===== config.mk =====
export PLATFORM = sky130hd
export DESIGN_NAME = sgcc_ratio
export DESIGN_NICKNAME = d
export VERILOG_FILES = /design/src/design/sgcc_pkg.sv /design/src/design/sgcc_ratio.sv
export SDC_FILE = /design/constraint.sdc
export NUM_CORES = 2
export LEC_CHECK = 0
export ABC_CLOCK_PERIOD_IN_PS = 5900
export BUFFER_PORTS_ARGS = -buffer_cell sky130_fd_sc_hd__buf_2
export CELL_PAD_IN_SITES_DETAIL_PLACEMENT = 0
export CELL_PAD_IN_SITES_GLOBAL_PLACEMENT = 1
export CORE_MARGIN = 5
export CORE_UTILIZATION = 40
export DETAILED_ROUTE_END_ITERATION = 10
export PLACE_DENSITY = 0.71
export SYNTH_ARGS = -nofsm -noshare
export SYNTH_HDL_FRONTEND = slang
export SYNTH_SLANG_ARGS = --single-unit

===== constraint.sdc =====
create_clock -name clk_i -period 5.9 [get_ports clk_i]
set_clock_uncertainty 0.15 [all_clocks]
set_input_delay 0.59 -clock clk_i [delete_from_list [all_inputs] [get_ports clk_i]]
set_output_delay 0.59 -clock clk_i [all_outputs]
set_load 0.01 [all_outputs]

===== src/design/sgcc_pkg.sv =====
// Shared types, widths and constants for the social Gaussian cell cost block.
// Holds the exp lookup table, built at elaboration. No dependencies.
package sgcc_pkg;

  // exp table size (entry k holds exp(-8k/N) in Q16)
  localparam int EXP_TABLE_ENTRIES = 256;
  localparam int IdxW    = $clog2(EXP_TABLE_ENTRIES);
  localparam int IdxMulW = 20 + $clog2(EXP_TABLE_ENTRIES + 1);

  // field widths
  localparam int DW    = 16;  // offsets
  localparam int VW    = 14;  // velocities
  localparam int CW    = 8;   // costs
  localparam int S2W   = 28;  // squared speed
  localparam int RootW = 14;  // integer speed
  localparam int MagW  = 30;  // |dot|, |cross|
  localparam int QuoW  = 17;  // rotated offsets
  localparam int LX2W  = 34;  // squared rotated offsets
  localparam int SFW   = 19;  // front sigma
  localparam int SSW   = 15;  // side sigma
  localparam int SX2W  = 38;  // squared sigma
  localparam int TermW = 20;  // one exponent term, Q16, below 16.0
  localparam int QShift = 16;
  localparam int LoW   = TermW - QShift;
  localparam int FW    = 17;  // exp value, Q16
  localparam int ProdW = CW + FW;
  localparam int InTdataW = 72;

  // cost codes
  localparam logic [CW-1:0] COST_LETHAL  = 8'd254;
  localparam logic [CW-1:0] COST_GAUSS_MAX = 8'd253;
  localparam logic [CW-1:0] COST_UNKNOWN = 8'd255;

  // register clamps
  localparam int BaseMin  = 51;
  localparam int RatioMin = 13;
  localparam int FloorMin = 1;

  typedef enum logic [2:0] {
    REG_LAYER_EN  = 3'd0,
    REG_PEAK      = 3'd1,
    REG_BASE      = 3'd2,
    REG_RATIO     = 3'd3,
    REG_GAIN      = 3'd4,
    REG_CORE      = 3'd5,
    REG_FLOOR     = 3'd6,
    REG_THRESHOLD = 3'd7
  } cfg_reg_e;

  typedef logic [FW-1:0] exp_tab_t [EXP_TABLE_ENTRIES];

  localparam longint unsigned Q30One = 64'd1 << 30;

  // exp(-f), f and result in Q30, series up to the f^16 term
  function automatic longint unsigned exp_neg_q30(longint unsigned f);
    longint          sum;
    longint unsigned term;
    sum  = longint'(Q30One);
    term = Q30One;
    for (int unsigned i = 1; i <= 16; i++) begin
      term = ((term * f) >> 30) / 64'(i);
      if (i[0]) sum = sum - longint'(term);
      else      sum = sum + longint'(term);
    end
    return (sum < 0) ? 64'd0 : unsigned'(sum);
  endfunction

  function automatic exp_tab_t build_exp_tab();
    exp_tab_t        tab;
    longint unsigned e1;
    longint unsigned x;
    longint unsigned whole;
    longint unsigned p;
    e1 = exp_neg_q30(Q30One);
    for (int k = 0; k < EXP_TABLE_ENTRIES; k++) begin
      x     = (64'(k) << 33) / EXP_TABLE_ENTRIES;
      whole = x >> 30;
      p     = exp_neg_q30(x & (Q30One - 64'd1));
      for (longint unsigned n = 0; n < whole; n++) begin
        p = (p * e1 + (Q30One >> 1)) >> 30;
      end
      tab[k] = FW'((p + (64'd1 << 13)) >> 14);
    end
    return tab;
  endfunction

  localparam exp_tab_t ExpTab = build_exp_tab();

endpackage


===== src/design/sgcc_ratio.sv =====
// Pipelined restoring divider: floor(num * 2^16 / den), saturating flag when >= 2^20.
// One quotient bit per stage, 21 register stages. Uses sgcc_pkg.
module sgcc_ratio (
  input  logic                       clk_i,
  input  logic                       en_i,
  input  logic [sgcc_pkg::LX2W-1:0]  num_i,
  input  logic [sgcc_pkg::SX2W-1:0]  den_i,
  output logic [sgcc_pkg::TermW-1:0] quo_o,
  output logic                       big_o
);
  import sgcc_pkg::*;

  typedef struct packed {
    logic [SX2W-1:0]  rem;
    logic [SX2W-1:0]  den;
    logic [LoW-1:0]   nlo;
    logic [TermW-1:0] quo;
    logic             big;
  } rs_t;

  rs_t st_q [TermW+1];

  // entry: high part of the dividend, overflow check
  always_ff @(posedge clk_i) begin
    if (en_i) begin
      st_q[0].rem <= SX2W'(num_i[LX2W-1:LoW]);
      st_q[0].den <= den_i;
      st_q[0].nlo <= num_i[LoW-1:0];
      st_q[0].quo <= '0;
      st_q[0].big <= SX2W'(num_i[LX2W-1:LoW]) >= den_i;
    end
  end

  for (genvar j = 1; j <= TermW; j++) begin : g_step
    localparam int Bit = TermW - j;
    logic          nbit;
    logic [SX2W:0] trial;
    logic [SX2W:0] diff;
    rs_t           st_d;

    if (Bit >= QShift) begin : g_lo
      assign nbit = st_q[j-1].nlo[Bit-QShift];
    end else begin : g_zero
      assign nbit = 1'b0;
    end

    assign trial = {st_q[j-1].rem, nbit};
    assign diff  = trial - {1'b0, st_q[j-1].den};

    always_comb begin
      st_d = st_q[j-1];
      if (trial >= {1'b0, st_q[j-1].den}) begin
        st_d.rem      = diff[SX2W-1:0];
        st_d.quo[Bit] = 1'b1;
      end else begin
        st_d.rem = trial[SX2W-1:0];
      end
    end

    always_ff @(posedge clk_i) begin
      if (en_i) begin
        st_q[j] <= st_d;
      end
    end
  end

  assign quo_o = st_q[TermW].quo;
  assign big_o = st_q[TermW].big;

endmodule


==> impl_metrics.yaml <==
status:
  status: "finished clean"
clock_network:
  cts_sinks: 1753
  cts-root-buf: "clkbuf_16"
  post-cts-setup-buffers: 0
  h-tree-depth: 4
  clock_latency_ns: 0.85
  cts_tree: "yes"
  clkTransAtPathRegs_ns: 0.06
  ctsResizeCount: 0
  clock_path_buffers: 3
  cts_made_buffers: 204
setup_path:
  r2r-end: "st_q[0][266]"
  start_kind: "flop"
  crit_fanout: 45
  path_cells: "ha_1 -> nand4_1 -> a211oi_1 -> o211ai_1 -> a31oi_1 -> a311oi_1 -> o221ai_1 -> a21oi_4 -> buf_12 -> mux2_1"
  crit_end: "st_q[0][266]"
  crit_type: "flop to flop"
  reg2regPathDepth: 10
  slowest_delay_ns: 0.68
  r2r_slack_ns: 1.17
  required_ns: 6.33
  r2r_start: "st_q[0][171]"
  endpoint_kind: "flop"
  crit_arrival_ns: 5.17
  startpoint: "st_q[0][171]"
  slowest_stage: "a211oi_1"
floorplan:
  die_y_um: 515
  row_count: 185
  start_util_pct: 40.1
  die_area_um2: 265000
  die_w_um: 515
  pin_count: 95
  core_area_um2: 254000
power_and_ir_drop:
  p_per_area_nw_per_um2: 527
  power_uw: 60300
  p_leak_uw: 0.0468
  ir_drop_v: 0.000330
sta:
  timing.final.crit_share_pct: 80.2
  drv_slew: 0
  finalSetupTns_ns: 0
  min_period_ns: 4.73
  slew_headroom_pct: 5.75
  worst_pin_slew_ns: 1.40
  hold_viol: 0
  rsz0062_at_grt: "false"
  setup_viol: 0
  whs_ns: 0.121
  fmaxAchievable_mhz: 211
synth:
  synth_cell_type_count: 99
  synth_cells: 9428
  synth-main-ff-cell: "edfxtp_1"
  synth_nets: 10300
  yosysTopAreaCell: "edfxtp_1"
  yosys-top-cells-count: "1753 x edfxtp_1, 929 x inv_1, 927 x a21oi_1"
  yosysSeqAreaShare_pct: 51.6
  netlist.area_leader.share_pct: 51.6
  synthTopCellsByArea: "edfxtp_1 52%, ha_1 9.6%, a21oi_1 4.6%"
  avgSynthCellArea_um2: 10.8
  synth-async-reset-ratio_pct: 0
  ys_ff_latch: 1753
  ys_warn_count: 0
  synth-edff-count: 1753
  synth_most_common_cell: "edfxtp_1"
  syn_area_um2: 102000
route:
  viasPerCell: 5.34
  finalWirelength_mm: 254
  drt-pass1-iter-count: 6
  route.detailed.drc: 0
  drtAntennaViolNets: 0
  vias: 70300
  drt_iter0_drc: 3594
  wl_per_cell_um: 19.3
final_layout:
  nets: 10500
  final_util_pct: 45.0
  drive_gt1_share_pct: 6.22
  largest-register: "st_q"
  nFillCells: 23200
  largest_register_ffs: 1753
  reg_top3: "st_q (1753)"
  stdcell_area_um2: 114000
  synthToLayoutAreaGrowth_pct: 12.1
placed_design:
  port_buffers: 94
  dp_hpwl_mm: 197
  place.gp.congestion: 0.978
  post_dp_cell_area_um2: 107000
global_routing:
  grt_max_degree: 154
  grt_pass1_wl_mm: 397
  antenna_found_initial: 6
  grt_pass1_vias: 74500
  grt_usage_pct: 18.9
  grt-ovfl-total: 0
flow_run:
  cap_viol_max_count: 0
worst_hold_path:
  hp-class: "input port to flop"
  whs_path_depth: 1
## placed cells by master (no fill, tap or decap), drive strengths merged, types with 21 or more instances in the layout
master       instances
a2111oi             21
ha                 782
a21o               414
nand3              162
nor3                88
a221oi              26
o21a                64
o211ai              55
clkbuf             242
a21oi              930
clkinv              96
nand2b             102
nor2               545
nand4              122
nand2              696
xor2               277
or3                 27
mux2               185
and2                45
xnor2              364
a31oi              101
o31ai               33
nor4                27
inv                941
a211oi              64
or2                 30
bufinv              29
edfxtp            1753
buf                178
o21bai             111
dlygate4sd3         72
and4                22
nor2b               97
o21ai              671
and3                78
## timing repair
item | 4_1_cts | 5_1_grt
endpoints found under the hold margin | 73 | 0
endpoints found under the setup margin | 0 | 0
hold buffers | 72 | 0
## layer usage
| metal | GRT usage [%] | vias to the layer above | share of wire, % |
|---|---|---|---|
| met5 | 0 | - | 0 |
| met4 | 13.0 | 0 | 7.8 |
| met3 | 2.21 | 745 | 2.4 |
| met2 | 39.3 | 1281 | 57 |
| met1 | 16.2 | 33400 | 33 |
| li1 | - | 34900 | - |
## power by group
group          leakage [uW]  switching [uW]  internal [uW]
Sequential           0.0172            1610          18200
Combinational        0.0263           16300          11200
Clock               0.00334            5250           7680
## critical path: cells and delay by family, from the launching register on
| kind | cells | cell delay [ns] |
|---|---|---|
| compound gates | 6 | 2.48 |
| fa+ha+maj | 1 | 0.43 |
| mux | 1 | 0.34 |
| flops | 1 | 0.41 |
| simple gates | 1 | 0.39 |
| buf+inv | 1 | 0.23 |
## worst min path at each step
stage                      start  slack (ns)            to
CTS                         en_i         0.1  st_q[0][163]
global placement    st_q[1][625]        0.25  st_q[1][726]
detailed placement  st_q[0][424]        0.25  st_q[0][525]
global route                en_i        0.11  st_q[0][163]
floorplan             st_q[0][0]        0.25  st_q[0][101]
finish                      en_i        0.12  st_q[0][163]
## logic make-up after synthesis
logic type                 count (synthesis)  share of synthesized area, %
muxes                                    188                          2.08
adders and majority gates                801                          9.97
xor gates and xnor gates                 641                          5.51
buffers and inverters                   1216                          4.55
AOI/OAI and AO/OA                       2731                          16.5
DFF                                     1753                          51.6
and+or+nand+nor                         2098                          9.70
## stage by stage
| stage | instances | setup WS, ns |
|---|---|---|
| 2_1_floorplan | 9428 | 2.34 |
| 3_3_place_gp | 12700 | 1.10 |
| 3_5_place_dp | 12700 | 1.17 |
| 4_1_cts | 13100 | 1.14 |
| 5_1_grt | 13200 | 0.994 |
| 6_report | 13200 | 1.17 |
## layout make-up
class,instances,area (um^2),area share (%)
Sequential cell,1753,52600,46.1
Multi-Input combinational cell,6459,44800,39.2
Clock buffer,242,5270,4.61
Tap cell,3366,4210,3.68
Inverter,938,3520,3.08
Timing Repair Buffer,250,2140,1.87
Clock inverter,139,1690,1.48
Antenna cell,8,20.0,0.0175
Note: power is estimated with default switching activity, not from simulation.
